**src/hw/rtl/sps_ram.sv**
```systemverilog
`timescale 1ns / 1ps
// Generic simple dual-port RAM: one write port, one read port with registered data.
// No dependencies.
module sps_ram #(
    parameter int WIDTH = 8,
    parameter int DEPTH = 256
) (
    input  logic                     clk,
    input  logic                     we,
    input  logic [$clog2(DEPTH)-1:0] waddr,
    input  logic [WIDTH-1:0]         wdata,
    input  logic                     re,
    input  logic [$clog2(DEPTH)-1:0] raddr,
    output logic [WIDTH-1:0]         rdata
);

    logic [WIDTH-1:0] mem [DEPTH];

    always_ff @(posedge clk)
    begin
        if (we)
        begin
            mem[waddr] <= wdata;
        end
        if (re)
        begin
            rdata <= mem[raddr];
        end
    end

endmodule

```
**config.mk**
```make
export PLATFORM = sky130hd
export DESIGN_NAME = sps_ram
export DESIGN_NICKNAME = d
export VERILOG_FILES = /design/src/hw/rtl/sps_ram.sv
export SDC_FILE = /design/constraint.sdc
export NUM_CORES = 2
export LEC_CHECK = 0
export ABC_AREA = 1
export BUFFER_PORTS_ARGS = -buffer_cell sky130_fd_sc_hd__buf_2
export CORE_ASPECT_RATIO = 1.4
export CORE_MARGIN = 5
export CORE_UTILIZATION = 40
export DETAILED_ROUTE_END_ITERATION = 8
export GPL_ROUTABILITY_DRIVEN = 1
export PLACE_DENSITY = 0.55
export SLEW_MARGIN = 0
export SYNTH_ARGS = -nofsm -noshare
export SYNTH_HDL_FRONTEND = slang
export SYNTH_SLANG_ARGS = --single-unit
```
**constraint.sdc**
```tcl
create_clock -name clk -period 1.9 [get_ports clk]
set_input_delay 0.285 -clock clk [delete_from_list [all_inputs] [get_ports clk]]
set_output_delay 0.285 -clock clk [all_outputs]
set_load 0.02 [all_outputs]
```
# Yosys cells after proc, flatten, opt, wreduce, memory -nomap -nowiden
# Memory sizes are Yosys's and may differ from the RTL's. A register that Yosys moved wholly into a read port is not among the register bits.
# Index checks and enable logic that the tools add are counted.
totals:
  regBits: 0
  output_inout_bits: 8
  ram_bits: 2048
  latchBits: 0
  rom_bits: 0
  n_memories: 1
classes:
  n_bitwise: 0
  n_mul: 0
  muxes: 2
  n_reduce_logical: 0
  magnitude_cmp: 0
  shift: 0
  n_addsub: 0
  div: 0
  eq_ne: 0
mem_list:
  columns: ["memory", "words", "word_bits", "rd", "rd_ports_with_merged_regs", "write_ports", "line", "rtl"]
  rows:
  - ["mem", 256, 8, 1, 1, 1, "17", "logic [WIDTH-1:0] mem [DEPTH];"]
op_table:
  columns: ["operator", "count"]
  rows:
  - ["$mux W1", 2]

# Depth between registers and ports, before layout
depth:
  word_depth: 2
  mapped_depth: 15

# Worst setup path after synthesis
# No wires, ideal clock.
synth_timing:
  path_type: "input port to flip-flop"
  start: "input we"
  end: "memory mem[162][0] (enable)"
  setup_slack_ns: 0.124
  arrival_time_ns: 1.406
  path_stages: 4
  required_ns: 1.530
  n_path_buf: 2
  path_cell_list: "clkbuf_1 -> nand3_1 -> clkbuf_1 -> nor2_1"
synth_via:
  elab_chain_len: 2
synth_lines:
  columns: ["element", "line", "rtl"]
  rows:
  - ["from (decl)", "9", "input logic we,"]
  - ["$mux W1", "21", "if (we)"]
  - ["$mux W1 (implied by the code)", "23", "mem[waddr] <= wdata;"]
  - ["to (decl)", "17", null]
# No other way between the ends.

==> qor.yml <==
avgRoutedWirePerCell_um: 24.4
maxSlewHeadroom_pct: 36.5
ir_drop_mv: 0.632
grt_overflow: 0
p_per_area_nw_per_um2: 954
slew_violations: 0
area_growth_pct: 18.7
multi_input_area_um2: 19400
crit_fanout: 1
drt-total-wl_um: 253000
whs_path_depth: 5
synth.net_count: 7030
path_clk_slew_ns: 0.07
ys_warn_count: 0
synth_top_area_share_pct: 74.0
p_total_mw: 94.5
ys_ff_latch: 2056
rsz0062_at_grt: "true"
worst_ep_required_time_ns: 2.49
maxCapViolCount: 0
chipWidth_um: 396
drt-pass1-iter-count: 6
synth_cell_types: 13
grt_pass1_vias: 54992
fmax_mhz: 534
finalCriticalPeriod_ns: 1.87
cp-end-kind: "register"
place.gp.congestion: 0.896
status: "complete, no violations"
ant_nets: 0
cts_tree: "yes"
fin_nets: 7579
drc: 0
antenna_found_initial: 12
crit_arrival_ns: 2.47
insertion_delay_ns: 0.86
setup_violations: 0
cts_root_buf: "clkbuf_16"
initial_core_util_pct: 40.2
die_h_um: 551
seq_area_frac_synth_pct: 74.0
grt_pass1_wl_um: 371000
port_buffers: 34
hold_viol_final: 0
io_pins: 35
syn-cell-area_um2: 83500
holdCritPathClass: "primary input to register"
dpl_cell_area_um2: 92700
place_ws_ns: -0.926
die-area_um2: 218000
grt_usage_pct: 22.8
r2r_cells: 10
avgSynthCellArea_um2: 11.9
hold_ws_ns: 0.0675
worst_clock_skew_ns: 0.0569
synth_top_area_cell: "edfxtp_1"
tightest_slew_ns: 0.952
final_area_um2: 99100
via_count: 56705
setup_ws_ns: 0.0262
cp-start-kind: "register"
num_rows: 198
leakage_nw: 35.6
htree_levels: 4
final.fill_count: 18294
numCtsBuffers: 196
core_um2: 208000
via_per_inst: 5.45
drtIter0Drc: 5607
dpl.hpwl_um: 166000
clkSinkCount: 2056
synth_area_leaders: "edfxtp_1, nand3_1, nand2_1"
post-route-period-util_pct: 98.6
crit_type: "register to register"
drive_above_1_share_pct: 15.0
cts_buffer_depth: 4
rrSetupSlack_ns: 0.03
seq_area_um2: 61700
syn_inst: 7003
grt_max_degree: 75
==> worst max-delay path, cell delays in order, from the launching register on <==
cell and delay, ns:
edfxtp_1 0.37, nand2_1 0.08, nand3_1 0.08, nand3_1 0.13, nand3_1 0.11, nand3_1 0.23
nand3_1 0.22, nand3_2 0.19, nand2_1 0.07, nand2_1 0.11, nand2_1 0.07
==> area by class of cell <==
cell class | count | share of cell area [%]
Inverter | 39 | 0.182
Timing Repair Buffer | 834 | 8.46
Clock buffer | 237 | 5.17
Sequential cell | 2056 | 62.3
Clock inverter | 105 | 0.863
Multi-Input combinational cell | 4425 | 19.6
Tap cell | 2700 | 3.41
Antenna cell | 4 | 0.0101
==> final timing paths <==
path,end,start
worst max-delay path,rdata[0]$_DFFE_PP_,mem[219][0]$_DFFE_PP_
worst min-delay path,mem[151][3]$_DFFE_PP_,waddr[4]
worst max register to register,rdata[0]$_DFFE_PP_,mem[219][0]$_DFFE_PP_
worst min register to register,rdata[0]$_DFFE_PP_,mem[20][0]$_DFFE_PP_
==> layer usage <==
layer	up-vias	GRT usage [%]	routed length, µm
li1	25965	-	-
met1	28182	29.0	98400
met2	2062	39.5	127000
met3	490	2.95	16100
met4	6	9.48	12100
met5	-	0	41
==> synth_stat cells <==
cell,instances
inv_1,36
buf_2,268
nand2_1,2123
edfxtp_1,2056
inv_4,1
buf_4,46
nor2_1,283
inv_2,2
buf_8,1
buf_6,16
nand3_1,2019
buf_1,40
clkbuf_1,112
==> sequential cells by signal, summed over array words and instances, names as in the netlist <==
| signal | flops |
|---|---|
| rdata | 8 |
| mem | 2048 |
==> timing repair <==
action	4_1_cts	5_1_grt
resized for setup	28	41
setup buffers	0	4
hold endpoints to repair	222	0
endpoints found under the setup margin	11	9
pin swaps	0	2
hold buffers	11	0
==> cells in the final DEF (no fill, tap or decap), types with 8 or more instances in the layout <==
cell type      instances
nand2_2               11
clkbuf_16            199
inv_1                 34
buf_2                 16
nand3_2               49
nand2_1             2111
buf_8                 11
buf_4                629
nand3_1             1968
clkinv_1              39
clkbuf_1              38
nor2_1               283
clkinv_2              40
bufinv_16             13
edfxtp_1            2056
dlygate4sd3_1         11
buf_12               161
clkinvlp_4             8
==> power by group <==
| group | switching (mW) | total [mW] | internal (mW) |
|---|---|---|---|
| clock network | 16.7 | 37.5 | 20.9 |
| registers | 0.0585 | 50.0 | 50.0 |
| logic | 4.77 | 6.97 | 2.20 |
| total | 21.5 | 94.5 | 73.1 |
==> stage by stage <==
stage | TNS, ns | cells | utilization, %
detailed placement | -7.23 | 10039 | 44.6
finish | 0 | 10400 | 47.7
global route | -0.0674 | 10397 | 47.7
CTS | -0.0657 | 10392 | 47.6
global placement | -6.41 | 10039 | 44.6
floorplan | 0 | 7003 | -
==> cells by family (layout without fill, tap and decap cells) <==
family	Yosys count	after routing	synth area share (%)
and+or+nand+nor	4425	4425	22.9
other	0	4	0
DFF	2056	2056	74.0
buffers and inverters	522	1215	3.12
Power figures use the tool's default switching activity.
