File: src/hw/rtl/sps_pkg.sv
`timescale 1ns / 1ps
// Shared types, constants and helper functions of the shift-patch mode selector.
// No dependencies; every other file of the block but sps_ram imports this package.
package sps_pkg;

    localparam int MAX_WIDTH   = 256;
    localparam int MAX_HEIGHT  = 256;
    localparam int FRAME_DEPTH = MAX_WIDTH * MAX_HEIGHT;
    localparam int NUM_SHIFTS  = 13;
    localparam int WIN_ROWS    = 5;
    localparam int WIN_COLS    = 5;

    localparam int PX_W   = 8;
    localparam int CFG_W  = 9;
    localparam int XW     = $clog2(MAX_WIDTH);
    localparam int YW     = $clog2(MAX_HEIGHT);
    localparam int POS_W  = $clog2(MAX_WIDTH * MAX_HEIGHT);
    localparam int RD_W   = POS_W + 1;
    localparam int CNT_W  = 17;
    localparam int COST_W = 20;
    localparam int OUT_W  = 17;
    localparam int K_W    = $clog2(NUM_SHIFTS);
    localparam int IDX_W  = 1;

    localparam logic [IDX_W-1:0] REG_FRAME_WIDTH  = 1'b0;
    localparam logic [IDX_W-1:0] REG_FRAME_HEIGHT = 1'b1;

    localparam int NEW_SHIFT_OVERHEAD = 5;
    localparam int CONT_OVERHEAD      = 1;

    // Candidate order: (0,0),(1,0),(-1,0),(0,1),(0,-1),(1,1),(1,-1),(-1,1),(-1,-1),
    // (2,0),(-2,0),(0,2),(0,-2).
    localparam int SHIFT_DX_I [NUM_SHIFTS] = '{0, 1, -1, 0, 0, 1, 1, -1, -1, 2, -2, 0, 0};
    localparam int SHIFT_DY_I [NUM_SHIFTS] = '{0, 0, 0, 1, -1, 1, -1, 1, -1, 0, 0, 2, -2};

    typedef enum logic [1:0] {
        MODE_RAW   = 2'd0,
        MODE_SHIFT = 2'd1,
        MODE_CONT  = 2'd2
    } mode_t;

    typedef enum logic [1:0] {
        SEL_IDLE,
        SEL_SWEEP,
        SEL_DONE
    } sel_state_t;

    // Context of one pixel as it reaches the compare stage.
    typedef struct packed {
        logic              valid;
        logic              hp;
        logic [PX_W-1:0]   px;
        logic [XW-1:0]     x;
        logic [YW-1:0]     y;
        logic [POS_W-1:0]  pos;
        logic [XW-1:0]     wm1;
        logic [YW-1:0]     hm1;
    } pix_ctx_t;

    typedef struct packed {
        logic [COST_W-1:0] cost;
        logic [CNT_W-1:0]  count;
    } cand_tot_t;

    typedef struct packed {
        mode_t             mode;
        logic signed [2:0] sx;
        logic signed [2:0] sy;
        logic [OUT_W-1:0]  bytes;
        logic [CNT_W-1:0]  count;
    } frame_res_t;

    // Length in bytes of a 7-bit-group varint; values stay below 2**21.
    function automatic logic [1:0] varint_len(input logic [CNT_W-1:0] v);
        logic [1:0] n;
        if (v < CNT_W'(128))
            n = 2'd1;
        else if (v < CNT_W'(16384))
            n = 2'd2;
        else
            n = 2'd3;
        return n;
    endfunction

endpackage

File: src/hw/rtl/sps_cand_cell.sv
`timescale 1ns / 1ps
// Patch-cost accumulator for one candidate shift.
// Depends on sps_pkg.
module sps_cand_cell (
    input  logic                       clk,
    input  logic                       rst_n,
    input  sps_pkg::pix_ctx_t          ctx,
    input  logic [sps_pkg::PX_W-1:0]   tap,
    input  logic signed [2:0]          dx,
    input  logic signed [2:0]          dy,
    input  logic                       clear,
    output sps_pkg::cand_tot_t         tot
);
    import sps_pkg::*;

    logic [COST_W-1:0] cost_reg;
    logic [CNT_W-1:0]  cnt_reg;
    logic [POS_W-1:0]  last_reg;
    logic              first_reg;

    logic signed [XW+1:0] sx;
    logic signed [YW+1:0] sy;
    logic                 in_frame;
    logic [PX_W-1:0]      pred;
    logic                 hit;
    logic [POS_W-1:0]     gap;
    logic [COST_W-1:0]    cost_next;

    always_comb
    begin
        sx = $signed({2'b00, ctx.x}) - $signed({{(XW-1){dx[2]}}, dx});
        sy = $signed({2'b00, ctx.y}) - $signed({{(YW-1){dy[2]}}, dy});
        in_frame = !sx[XW+1] && (sx[XW:0] <= {1'b0, ctx.wm1})
                && !sy[YW+1] && (sy[YW:0] <= {1'b0, ctx.hm1});
        pred = in_frame ? tap : '0;
        hit  = ctx.valid && ctx.hp && (pred != ctx.px);
        gap  = first_reg ? ctx.pos : ctx.pos - last_reg;
        cost_next = cost_reg + COST_W'(varint_len(CNT_W'(gap))) + COST_W'(1);
        tot.cost  = hit ? cost_next : cost_reg;
        tot.count = hit ? cnt_reg + CNT_W'(1) : cnt_reg;
    end

    always_ff @(posedge clk or negedge rst_n)
    begin
        if (!rst_n)
        begin
            cost_reg  <= '0;
            cnt_reg   <= '0;
            last_reg  <= '0;
            first_reg <= 1'b1;
        end
        else if (clear)
        begin
            cost_reg  <= '0;
            cnt_reg   <= '0;
            last_reg  <= '0;
            first_reg <= 1'b1;
        end
        else if (hit)
        begin
            cost_reg  <= cost_next;
            cnt_reg   <= tot.count;
            last_reg  <= ctx.pos;
            first_reg <= 1'b0;
        end
    end

endmodule

File: config.mk
export PLATFORM = sky130hd
export DESIGN_NAME = sps_cand_cell
export DESIGN_NICKNAME = d
export VERILOG_FILES = /design/src/hw/rtl/sps_pkg.sv /design/src/hw/rtl/sps_cand_cell.sv
export SDC_FILE = /design/constraint.sdc
export NUM_CORES = 1
export LEC_CHECK = 0
export BUFFER_PORTS_ARGS = -buffer_cell sky130_fd_sc_hd__buf_2
export CAP_MARGIN = 25
export CORE_MARGIN = 2
export CORE_UTILIZATION = 40
export CTS_CLUSTER_DIAMETER = 50
export DETAILED_ROUTE_END_ITERATION = 10
export GPL_ROUTABILITY_DRIVEN = 0
export HOLD_SLACK_MARGIN = 0.15
export PLACE_DENSITY = 0.64
export SLEW_MARGIN = 20
export SYNTH_ARGS = -nofsm -noshare
export SYNTH_HDL_FRONTEND = slang
export SYNTH_SLANG_ARGS = --single-unit
File: constraint.sdc
create_clock -name clk -period 5.68 [get_ports clk]
set_clock_uncertainty 0.15 [all_clocks]
set_input_delay 1.136 -clock clk [delete_from_list [all_inputs] [get_ports clk]]
set_output_delay 1.136 -clock clk [all_outputs]
set_load 0.01 [all_outputs]
Word level (Yosys, flattened, before mapping) --
Index checks and enable logic that the tools add are counted.
Cells by class: add/sub/neg operators 6, $lt $le $gt $ge 4, eq/ne operators 1, mux-type cells 13, reduce and logical (&&, ||, !) cells 8
Operator list (count):
- 17-bit two-way mux | 3
- 16-bit two-way mux | 3
- 20-bit two-way mux | 2
- 20-bit by 1-bit adder with 20-bit output (second input constant) | 1
- 20-bit by 2-bit adder with 20-bit output | 1
- 9-bit by 3-bit subtractor with 10-bit output | 2
- 9-bit by 8-bit <= comparator with 1-bit output | 2
- 17-bit by 1-bit adder with 17-bit output (second input constant) | 1
- 16-bit by 15-bit < comparator with 1-bit output (second input constant) | 1
- 16-bit by 8-bit < comparator with 1-bit output (second input constant) | 1
- 16-bit subtractor | 1
- 8-bit two-way mux | 1
- 8-bit != test | 1
- 1-bit logical AND | 5
- 1-bit two-way mux | 3
- 1-bit logical NOT | 2
- 2-bit two-way mux | 1
- 2-bit nonzero test | 1
Word-level totals: register bits 54, output and inout bits 37

Longest topological paths before layout --
word-level depth 11, depth in mapped cells 22

Worst setup path after synthesis --
OpenSTA, ideal clock, no wires.
path kind in2out, start point input dx[2], end point output tot[14] (netlist name), arrival 4957 ps, required time 4394 ps, slack -563 ps, stages on the path 20, path buffers 0, cell sequence inv_1 ha_1 o21a_1 o31a_1 o21ai_0 nand2b_1 a21o_1 a21oi_1 xor2_1 ha_1 a211oi_1 o211ai_1 a31oi_1 a2111o_1 o221ai_2 o31a_1 o22a_4 and2_4 or3_4 xnor2_1
RTL lines:
- start: declaration | RTL line sps_cand_cell.sv:9 | input logic signed [2:0] dx,
- end: declaration | RTL line sps_cand_cell.sv:12 | output sps_pkg::cand_tot_t tot

==> flow_metrics.py <==
metrics = {
    "critical_path": {
        "worst-path-buf-inv": 4,
        "slowest_stage": "a211oi_4",
        "crit_family": "compound AO/OA/AOI/OAI gates",
        "crit_required_ns": 4.39,
        "r2r_setup_slack_ns": 0.42,
        "startpoint_type": "input pin",
        "r2r-start": "last_reg[1]",
        "crit_path_max_incr_delay_ns": 0.37,
        "worstPathArrival_ns": 5.14,
        "regToRegEndpoint": "cost_reg[18]",
        "crit_top_cell": "o31a_1",
        "r2r_cells": 27,
        "worst-setup-path-type": "in2out",
        "critical_path.cell_chain": "buf_2 -> inv_1 -> ha_4 -> fa_2 -> nor2b_4 -> o31a_1 -> o21a_1 -> nor2_2 -> xnor2_1 -> ha_1 -> a211oi_2 -> o211ai_1 -> a31oi_1 -> a2111o_1 -> o221ai_4 -> o31a_1 -> o22a_4 -> a211oi_4 -> buf_4 -> nand4b_1 -> nand2_1 -> buf_6",
        "worstSetupEndpointType": "output pin",
        "startpoint": "ctx[40]",
        "path_max_fanout": 7,
    },
    "floorplanning": {
        "num_io_pins": 112,
        "dieArea_mm2": 0.0136,
        "die_width_um": 117,
        "num_rows": 41,
        "core-area_mm2": 0.0125,
        "fp.dieH_um": 117,
        "start_util": 0.405,
    },
    "yosys": {
        "synth_area_mm2": 0.00507,
        "synth_flop_cell": "dfrtp_1",
        "synth_warnings": 0,
        "synth_cells": 583,
        "synth.largest_area_cell": "dfrtp_1",
        "synth-seq-cells": 54,
        "synthesis.nets": 713,
        "ys_types": 62,
        "synth.avg_cell_area_um2": 8.70,
        "synth_top_area_frac": 0.261,
        "yosysSeqAreaShare": 0.267,
        "synth-async-reset-ratio": 1.00,
        "ys_top_cells_by_area": "dfrtp_1, ha_1, xnor2_1, nor2_1, nor2b_1",
        "synth_edf_count": 0,
    },
    "pwr": {
        "power.total_mw": 1.12,
        "peakVddDrop_mv": 0.121,
        "cellLeakagePower_nw": 3.77,
        "p_per_area_mw_per_mm2": 151,
    },
    "timing": {
        "fin_crit_sh": 1.13,
        "setup_viol": 38,
        "rsz0062_at_grt": "yes",
        "layout_setup_ws_ns": -0.751,
        "holdWs_ns": 0.372,
        "hold_violations": 0,
        "slew_headroom": 0.478,
        "fmax_ghz": 0.156,
        "slew_violations": 0,
        "worstMarginPinSlew_ns": 0.783,
        "finalCriticalPeriod_ns": 6.43,
    },
    "run_status": {
        "violations": "setup timing",
        "outcome": "finished, violations left",
    },
    "layout": {
        "drive_above_1_share": 0.418,
        "antennaDiodeCount": 0,
        "largest_reg_flops": 20,
        "nFillCells": 1115,
        "area_growth_pct": 46.2,
        "multi_input_area_mm2": 0.00400,
        "seqCellArea_mm2": 0.00135,
        "nets": 929,
    },
    "global_routing": {
        "grt_max_degree": 77,
        "track_usage": 0.203,
        "grt_pass1_wl_um": 22400,
        "antenna_found_initial": 0,
        "grt_pass1_vias": 5024,
        "grt.overflow.total": 0,
    },
    "clock_tree": {
        "clk_path_buf_depth": 2,
        "clock_latency_ns": 0.30,
        "cts_tree": "done",
        "cts_num_sinks": 54,
        "htree_levels": 2,
        "clk_pin_slew_worst_paths_ns": 0.07,
        "cts-root-buf": "clkbuf_16",
        "cts_hold_buf": 0,
        "cts_buffers": 5,
    },
    "worst_hold_path": {
        "hp-start": "last_reg[6]",
        "min_path_type": "reg2reg",
        "min_path_cells": 2,
        "min_to": "last_reg[6]",
    },
    "routing": {
        "vias": 5009,
        "viasPerCell": 5.15,
        "drcViolationCount": 0,
        "wl_um": 13900,
        "ant_nets": 0,
        "dr.pass1.iters": 4,
        "drt_iter0_drc": 272,
        "routedWlPerCell_um": 14.3,
    },
    "run": {
        "cap_violations": 0,
    },
    "place": {
        "place_hpwl_um": 10500,
        "io_buffers": 111,
    },
}
## power breakdown
group          switching [mW]  internal, mW  leakage [nW]
clock network           0.142         0.175        0.0739
registers             0.00817         0.393         0.743
logic                   0.203         0.201          2.95
## worst max-delay path by stage
stage                     slack (ns)       to  cells after the start
after floorplan                -0.31  tot[14]                     18
after global placement         -0.68  tot[22]                     20
after detailed placement       -0.82  tot[22]                     20
after CTS                      -0.74  tot[22]                     22
after global routing           -0.98  tot[22]                     21
final                          -0.75  tot[30]                     22
## synth_stat cells (11+ instances only)
cell type,instances
nor2_1,63
dfrtp_1,53
ha_1,52
inv_1,52
nor2b_1,37
xnor2_1,33
a21oi_1,31
nand2_1,24
and3_1,19
mux2_2,18
nand4_1,18
mux2i_1,16
nand3_1,15
nor3_1,14
o21ai_0,14
xor2_1,13
clkbuf_1,11
## timing repair
item | CTS | global route
gates resized for setup | 43 | 11
setup endpoints to repair | 37 | 39
setup buffers | 26 | 7
pin swaps | 38 | 7
## worst min-delay path, cell delays in order (launching register included)
cell     delay, ns
dfrtp_1       0.35
mux2i_1       0.07
nor2_1        0.07
## final cells by class
type | instances | area share
clock buffers | 7 | 0.0192
well taps | 172 | 0.0290
inverters | 52 | 0.0277
clock inverters | 1 | 0.000675
multi-input cells | 462 | 0.539
repair buffers | 224 | 0.202
flip-flops and latches | 54 | 0.182
## cells in the final DEF (no fill, tap or decap), types with 18 or more instances in the layout
| cell | netlist | layout |
|---|---|---|
| and3_1 | 19 | 19 |
| dfrtp_1 | 53 | 53 |
| xnor2_2 | 1 | 21 |
| buf_2 | 2 | 103 |
| nor2b_1 | 37 | 34 |
| a21oi_1 | 31 | 23 |
| buf_4 | 0 | 105 |
| ha_1 | 52 | 46 |
| nand4_1 | 18 | 18 |
| nor2_1 | 63 | 62 |
| inv_1 | 52 | 49 |
| nand2_1 | 24 | 20 |
## kinds of logic after synthesis
| kind of cell | after synthesis | share of synthesized area |
|---|---|---|
| AO/OA/AOI/OAI | 104 | 0.147 |
| adder cells (fa/ha/maj) | 55 | 0.140 |
| XOR/XNOR | 47 | 0.0826 |
| AND/OR/NAND/NOR | 216 | 0.224 |
| multiplexers | 40 | 0.0863 |
| flip-flops | 54 | 0.267 |
| buffers and inverters | 67 | 0.0530 |
## through the flow
| stage | setup TNS [ns] | util | setup slack [ns] | instance area (um^2) | std cells |
|---|---|---|---|---|---|
| 2_1_floorplan | -6.92 | - | -0.305 | 5500 | 583 |
| 3_3_place_gp | -21.04 | 0.545 | -0.683 | 6820 | 934 |
| 3_5_place_dp | -25.78 | 0.545 | -0.821 | 6820 | 934 |
| 4_1_cts | -24.33 | 0.586 | -0.740 | 7340 | 967 |
| 5_1_grt | -32.69 | 0.593 | -0.982 | 7420 | 972 |
| 6_report | -23.28 | 0.593 | -0.751 | 7420 | 972 |
## routing by layer
| layer | vias up | track usage | wire [um] |
|---|---|---|---|
| li1 | 2479 | - | - |
| met1 | 2388 | 0.257 | 6250 |
| met2 | 132 | 0.362 | 6730 |
| met3 | 10 | 0.0348 | 790 |
| met4 | 0 | 0.0455 | 126 |
| met5 | - | 0 | 0 |
No activity file was read; power rests on OpenSTA's default activity.
