===== config.mk =====
export PLATFORM = sky130hd
export DESIGN_NAME = sps_row_cell
export DESIGN_NICKNAME = d
export VERILOG_FILES = /design/src/hw/rtl/sps_pkg.sv /design/src/hw/rtl/sps_ram.sv /design/src/hw/rtl/sps_row_cell.sv
export SDC_FILE = /design/constraint.sdc
export NUM_CORES = 2
export LEC_CHECK = 0
export ABC_CLOCK_PERIOD_IN_PS = 5300
export BUFFER_PORTS_ARGS = -buffer_cell sky130_fd_sc_hd__buf_2
export CAP_MARGIN = 20
export CORE_MARGIN = 2
export CORE_UTILIZATION = 50
export DETAILED_ROUTE_END_ITERATION = 6
export MAX_ROUTING_LAYER = met4
export PLACE_DENSITY = 0.76
export SYNTH_ARGS = -nofsm -noshare
export SYNTH_HDL_FRONTEND = slang
export SYNTH_SLANG_ARGS = --single-unit

===== constraint.sdc =====
create_clock -name clk -period 5.3 [get_ports clk]
set_clock_uncertainty 0.2 [all_clocks]
set_input_delay 0.265 -clock clk [delete_from_list [all_inputs] [get_ports clk]]
set_output_delay 0.265 -clock clk [all_outputs]
set_load 0.005 [all_outputs]

===== src/hw/rtl/sps_pkg.sv =====
`timescale 1ns / 1ps
// Shared types, constants and helper functions of the shift-patch mode selector.
// No dependencies; every other file of the block but sps_ram imports this package.
package sps_pkg;

    localparam int MAX_WIDTH   = 256;
    localparam int MAX_HEIGHT  = 256;
    localparam int FRAME_DEPTH = MAX_WIDTH * MAX_HEIGHT;
    localparam int NUM_SHIFTS  = 13;
    localparam int WIN_ROWS    = 5;
    localparam int WIN_COLS    = 5;

    localparam int PX_W   = 8;
    localparam int CFG_W  = 9;
    localparam int XW     = $clog2(MAX_WIDTH);
    localparam int YW     = $clog2(MAX_HEIGHT);
    localparam int POS_W  = $clog2(MAX_WIDTH * MAX_HEIGHT);
    localparam int RD_W   = POS_W + 1;
    localparam int CNT_W  = 17;
    localparam int COST_W = 20;
    localparam int OUT_W  = 17;
    localparam int K_W    = $clog2(NUM_SHIFTS);
    localparam int IDX_W  = 1;

    localparam logic [IDX_W-1:0] REG_FRAME_WIDTH  = 1'b0;
    localparam logic [IDX_W-1:0] REG_FRAME_HEIGHT = 1'b1;

    localparam int NEW_SHIFT_OVERHEAD = 5;
    localparam int CONT_OVERHEAD      = 1;

    // Candidate order: (0,0),(1,0),(-1,0),(0,1),(0,-1),(1,1),(1,-1),(-1,1),(-1,-1),
    // (2,0),(-2,0),(0,2),(0,-2).
    localparam int SHIFT_DX_I [NUM_SHIFTS] = '{0, 1, -1, 0, 0, 1, 1, -1, -1, 2, -2, 0, 0};
    localparam int SHIFT_DY_I [NUM_SHIFTS] = '{0, 0, 0, 1, -1, 1, -1, 1, -1, 0, 0, 2, -2};

    typedef enum logic [1:0] {
        MODE_RAW   = 2'd0,
        MODE_SHIFT = 2'd1,
        MODE_CONT  = 2'd2
    } mode_t;

    typedef enum logic [1:0] {
        SEL_IDLE,
        SEL_SWEEP,
        SEL_DONE
    } sel_state_t;

    // Context of one pixel as it reaches the compare stage.
    typedef struct packed {
        logic              valid;
        logic              hp;
        logic [PX_W-1:0]   px;
        logic [XW-1:0]     x;
        logic [YW-1:0]     y;
        logic [POS_W-1:0]  pos;
        logic [XW-1:0]     wm1;
        logic [YW-1:0]     hm1;
    } pix_ctx_t;

    typedef struct packed {
        logic [COST_W-1:0] cost;
        logic [CNT_W-1:0]  count;
    } cand_tot_t;

    typedef struct packed {
        mode_t             mode;
        logic signed [2:0] sx;
        logic signed [2:0] sy;
        logic [OUT_W-1:0]  bytes;
        logic [CNT_W-1:0]  count;
    } frame_res_t;

    // Length in bytes of a 7-bit-group varint; values stay below 2**21.
    function automatic logic [1:0] varint_len(input logic [CNT_W-1:0] v);
        logic [1:0] n;
        if (v < CNT_W'(128))
            n = 2'd1;
        else if (v < CNT_W'(16384))
            n = 2'd2;
        else
            n = 2'd3;
        return n;
    endfunction

endpackage


===== src/hw/rtl/sps_ram.sv =====
`timescale 1ns / 1ps
// Generic simple dual-port RAM: one write port, one read port with registered data.
// No dependencies.
module sps_ram #(
    parameter int WIDTH = 8,
    parameter int DEPTH = 256
) (
    input  logic                     clk,
    input  logic                     we,
    input  logic [$clog2(DEPTH)-1:0] waddr,
    input  logic [WIDTH-1:0]         wdata,
    input  logic                     re,
    input  logic [$clog2(DEPTH)-1:0] raddr,
    output logic [WIDTH-1:0]         rdata
);

    logic [WIDTH-1:0] mem [DEPTH];

    always_ff @(posedge clk)
    begin
        if (we)
        begin
            mem[waddr] <= wdata;
        end
        if (re)
        begin
            rdata <= mem[raddr];
        end
    end

endmodule


===== src/hw/rtl/sps_row_cell.sv =====
`timescale 1ns / 1ps
// One row of the prediction window: five taps plus a one-line delay to the next row.
// Depends on sps_pkg and sps_ram.
module sps_row_cell (
    input  logic                                  clk,
    input  logic                                  rst_n,
    input  logic                                  shift_en,
    input  logic [sps_pkg::PX_W-1:0]              din,
    input  logic [sps_pkg::XW-1:0]                wm1,
    output logic [sps_pkg::WIN_COLS-1:0][sps_pkg::PX_W-1:0] taps,
    output logic [sps_pkg::PX_W-1:0]              dout
);
    import sps_pkg::*;

    logic [WIN_COLS-1:0][PX_W-1:0] sr_reg;
    logic [XW-1:0]                 wp_reg;
    logic [PX_W-1:0]               line_q;
    logic [XW-1:0]                 raddr;

    // The word wanted at the next shift was written w-1 shifts before this one.
    assign raddr = wp_reg - wm1;

    sps_ram #(.WIDTH(PX_W), .DEPTH(MAX_WIDTH)) u_line (
        .clk   (clk),
        .we    (shift_en),
        .waddr (wp_reg),
        .wdata (din),
        .re    (shift_en),
        .raddr (raddr),
        .rdata (line_q)
    );

    always_ff @(posedge clk or negedge rst_n)
    begin
        if (!rst_n)
        begin
            wp_reg <= '0;
        end
        else if (shift_en)
        begin
            wp_reg <= wp_reg + XW'(1);
        end
    end

    always_ff @(posedge clk)
    begin
        if (shift_en)
        begin
            sr_reg <= {sr_reg[WIN_COLS-2:0], din};
        end
    end

    assign taps = sr_reg;
    // A one-pixel line is just the previous input word.
    assign dout = (wm1 == '0) ? sr_reg[0] : line_q;

endmodule


# Yosys cells after proc, flatten, opt, wreduce, memory -nomap -nowiden
# Memories as Yosys holds them, arrays and structs flattened. A register that Yosys moved wholly into a read port is not among the register bits.
# Index checks and enable logic that the tools add are counted.
# op_classes
n_reduce_logical	1
addsub	2
n_mux	3
# ops
cell	n
$add A8 B1 Y8 const B	1
$logic_not A8 Y1	1
$mux W8	1
$sub A8 B8 Y8	1
$mux W1	2
# totals
out_inout_bits	48
register_bits	48
inputBits	19
n_memories	1
mem_bits_rw	2048
# memory_table
name	depth	width	rd	rd_clocked_by_memory_dff	write_ports	line	text
u_line.mem	256	8	1	1	1	sps_ram.sv:17	logic [WIDTH-1:0] mem [DEPTH];

# Longest topological paths before layout
# logic_depth
depth_word	2
mapped_depth	14
depth_no_buf	11

# Hierarchy
# A second synthesis with hierarchy kept.
# hier_totals
hier_cells	3857
area_unflattened_um2	81644.6
# by_module_without_submodules
module	cells_each	instances	area_each_um2
sps_ram	3733	1	79636.4
sps_row_cell	124	1	2008.2

# Least setup slack after synthesis
# Ideal clock, no wire load.
# synth_path
kind	register to register
start	reg wp_reg[0]
end	reg u_line.rdata[5], read port of u_line.mem, data pin
setup_slack_ns	1.837
setup_time_ns	0.256
path_buffers	3
arrival_ns	3.007
synth_period_minus_slack_ns	3.463
path_stages_with_launch	12
required_ns	4.844
path_cell_list	dfrtp_1 inv_1 ha_1 fa_1 buf_2 buf_2 clkbuf_1 mux4_2 mux4_2 o22ai_1 o21ai_0 and4_1
# synth_between
elab_chain_cells	1
# synth_rtl
item	line	text
from (decl)	sps_row_cell.sv:16	logic [XW-1:0] wp_reg;
from (signal assigned)	sps_row_cell.sv:41	wp_reg <= wp_reg + XW'(1);
$sub A8 B8 Y8	sps_row_cell.sv:21	assign raddr = wp_reg - wm1;
to (decl)	sps_ram.sv:14	output logic [WIDTH-1:0] rdata
# Every way passes these cells.
# A chain may end at the register's enable or synchronous reset.

# Worst setup path after layout
# layout_path
start	reg wp_reg[0]
end	reg u_line.rdata[0], read port of u_line.mem, data pin
# The elaborated chain is that of the path after synthesis.

==> results.py <==
metrics = {
    "detailed_routing": {
        "wl_um": 196700,
        "dr.pass1.iters": 5,
        "vias": 40345,
        "drc": 0,
        "drtIter0Drc": 6421,
        "wl_per_cell_um": 31.32,
        "ant_nets": 0,
        "vias_per_cell": 6.425,
    },
    "worst_setup_path": {
        "crit_top_cell": "mux4_2",
        "crit_required_ns": 5.70,
        "crit_family": "multiplexers",
        "r2r_cells": 9,
        "startpoint": "wp_reg[0]$_DFFE_PN0P_",
        "regToRegSetupSlack_ns": 0.36,
        "worst-path-buf-inv": 2,
        "path_max_fanout": 86,
        "setup.worst_path.class": "flop to flop",
        "worstPathArrival_ns": 5.34,
        "cp-start-kind": "flop",
        "timing.rr.end": "u_line.rdata[0]$_DFFE_PP_",
        "cp_cell_sequence": "inv_1, ha_1, fa_4, buf_12, mux4_2, mux4_2, mux2i_1, a22oi_1, and4_1",
        "critPathSlowestCell": "fa_4",
        "cp-end-kind": "flop",
        "r2r_start": "wp_reg[0]$_DFFE_PN0P_",
        "slowest_delay_ns": 0.98,
    },
    "run": {
        "maxCapViolations": 0,
    },
    "synthesis": {
        "synth-edff-count": 2096,
        "synth_compound_area_share_pct": 0.9940,
        "synthMuxAreaShare_pct": 16.17,
        "synth-seq-cells": 2104,
        "yosys_warnings": 0,
        "synth_cells": 3788,
        "synth_nets": 3820,
        "async_flop_share_pct": 0.3802,
        "synth_top_family_by_area": "multiplexers",
        "synth_simple_gate_area_share_pct": 3.709,
        "syn-cell-area_um2": 81690,
        "ys_types": 54,
        "yosys.area_share.xor_xnor_pct": 0.2236,
        "avgSynthCellArea_um2": 21.57,
        "synthFlopType": "edfxtp_1",
        "synth-seq-area-share_pct": 77.29,
        "synth_fa_ha_area_share_pct": 0.2083,
    },
    "placed_design": {
        "place_ws_ns": 0.5934,
        "numPortBuffers": 66,
        "routabilityCongestion": 0.8732,
        "dp_hpwl_um": 111900,
    },
    "finish": {
        "nets": 3963,
        "final_util_pct": 56.21,
        "drive_gt1_share_pct": 25.27,
        "synthToLayoutAreaGrowth_pct": 11.86,
        "largest_register_ffs": 2048,
        "fillers": 11539,
        "max_flop_register": "u_line.mem",
    },
    "clocking": {
        "numCtsBuffers": 199,
        "clockBufferDepth": 3,
        "htreeDepth": 4,
        "clock_latency_ns": 0.83,
        "postCtsSetupRepairBufs": 0,
        "clock_sinks": 2104,
        "clock-root-buffer": "clkbuf_16",
        "cts_tree": "built",
        "path_clk_slew_ns": 0.06,
    },
    "floorplan": {
        "die_h_um": 408.2,
        "initial_core_util_pct": 50.25,
        "die_width_um": 408.2,
        "io_pins": 67,
        "die-area_um2": 166600,
        "fp.coreArea_um2": 162600,
        "num_rows": 148,
    },
    "sta": {
        "setup_tns_ns": 0,
        "fmax_ghz": 0.2023,
        "setup-violations-final": 0,
        "setup_ws_ns": 0.3577,
        "slew_viol_final": 0,
        "fin_crit_sh_pct": 93.25,
        "hold_viol": 0,
        "whs_ns": 0.01212,
        "rsz0062_at_grt": "false",
        "fin_crit_ns": 4.942,
        "timing.slew.headroom_pct": 21.70,
        "tightest_slew_ns": 1.174,
    },
    "power_and_ir_drop": {
        "cellPowerDensity_nw_per_um2": 575.1,
        "vdd_drop_max_v": 0.001439,
        "leakage_nw": 28.08,
    },
    "min_path": {
        "hold_end": "u_line.mem[232][3]$_DFFE_PP_",
        "hold_start": "din[3]",
        "hold_path.class": "input port to flop",
        "hold_depth": 1,
    },
    "global_route": {
        "grt_pass1_vias": 40222,
        "grt_max_degree": 214,
        "antenna_found_initial": 9,
        "grt.total_usage_pct": 24.33,
        "grt_pass1_wl_um": 284400,
        "grt-ovfl-total": 0,
    },
    "status": {
        "status": "completed",
    },
}
## through the flow
stage / instances / instance area (um^2) / total power (W)
after CTS: 6272 / 91350 / 0.05254
after floorplan: 3788 / 81690 / 0.03161
after detailed placement: 5894 / 84870 / 0.03852
after global routing: 6279 / 91390 / 0.05408
after global placement: 5893 / 84850 / 0.03838
final: 6279 / 91390 / 0.05255
## cells in the final DEF (no fill, tap or decap), types with 11 or more instances in the layout
cell,count
buf_4,64
edfxtp_1,2096
bufinv_16,16
buf_12,28
nand2_1,193
nor3_1,71
buf_2,57
clkinv_2,28
a21oi_1,14
ha_1,11
clkbuf_1,40
nand4_1,18
o221ai_1,14
clkbuf_16,200
mux2i_1,17
nor4_1,23
nor2_1,269
clkinv_1,58
mux4_2,575
o22ai_1,18
nand3_1,91
inv_1,12
o21ai_0,20
## per-layer routing
| layer | vias to the layer above | wire length (um) | GRT usage (%) |
|---|---|---|---|
| li1 | 16062 | - | - |
| met4 | 0 | 7267 | 8.296 |
| met2 | 2728 | 94460 | 37.09 |
| met1 | 21138 | 72230 | 32.38 |
| met5 | - | 0 | - |
| met3 | 417 | 22710 | 6.053 |
## logic make-up (layout without fill, tap and decap cells)
| logic type | count (synthesis) | count (layout) |
|---|---|---|
| flops | 2104 | 2104 |
| simple gates | 697 | 697 |
| mux | 600 | 600 |
| buf+inv | 238 | 549 |
| compound gates | 116 | 116 |
| xor+xnor | 20 | 20 |
| fa+ha+maj | 13 | 13 |
| other cells | 0 | 5 |
## worst max path at each step
stage | endpoint | slack [ns] | cells past startpoint
after detailed placement | u_line.rdata[0]$_DFFE_PP_ | 0.59 | 9
after global routing | u_line.rdata[0]$_DFFE_PP_ | 0.26 | 9
after CTS | u_line.rdata[0]$_DFFE_PP_ | 0.55 | 9
final | u_line.rdata[0]$_DFFE_PP_ | 0.36 | 9
after floorplan | u_line.rdata[5]$_DFFE_PP_ | 1.84 | 11
after global placement | u_line.rdata[0]$_DFFE_PP_ | 0.64 | 9
## synth_stat cells (20+ instances only)
master	instances	area, um^2
buf_4	38	285.3
edfxtp_1	2096	62940
nand3_1	96	480.5
mux4_2	575	12950
nor2_1	269	1010
nand2_1	193	724.4
nor3_1	71	355.3
buf_1	21	78.83
clkbuf_1	102	382.9
nor4_1	23	143.9
buf_2	57	285.3
o21ai_0	20	100.1
## cell type report
| class | instances | area [um^2] | area share (%) |
|---|---|---|---|
| multi-input cells | 1446 | 17520 | 19.17 |
| diodes | 5 | 12.51 | 0.01369 |
| clock buffers | 240 | 5155 | 5.641 |
| clock inverters | 129 | 1239 | 1.355 |
| repair buffers | 168 | 1550 | 1.696 |
| well taps | 2175 | 2721 | 2.978 |
| inverters | 12 | 45.04 | 0.04929 |
| flip-flops and latches | 2104 | 63140 | 69.09 |
## worst register-to-register path, delay by kind of cell, from the launching register on
| family | cells | cell delay (ns) |
|---|---|---|
| AO/OA/AOI/OAI | 1 | 0.31 |
| adder cells (fa/ha/maj) | 2 | 1.21 |
| buffers and inverters | 2 | 0.56 |
| flip-flops | 1 | 0.43 |
| multiplexers | 3 | 1.77 |
| AND/OR/NAND/NOR | 1 | 0.25 |
## report_power, final
| part | total (W) | switching (W) | internal, W |
|---|---|---|---|
| combinational | 0.0198 | 0.0117 | 0.00808 |
| clock | 0.0140 | 0.00621 | 0.00776 |
| sequential | 0.0188 | 0.000169 | 0.0186 |
| total | 0.0526 | 0.0181 | 0.0344 |
## what timing repair did
action / in CTS / in global routing
hold buffers: 9 / 0
endpoints found under the hold margin: 323 / 0
gates resized for setup: 0 / 0
endpoints found under the setup margin: 0 / 0
No activity file was read; power rests on OpenSTA's default activity.
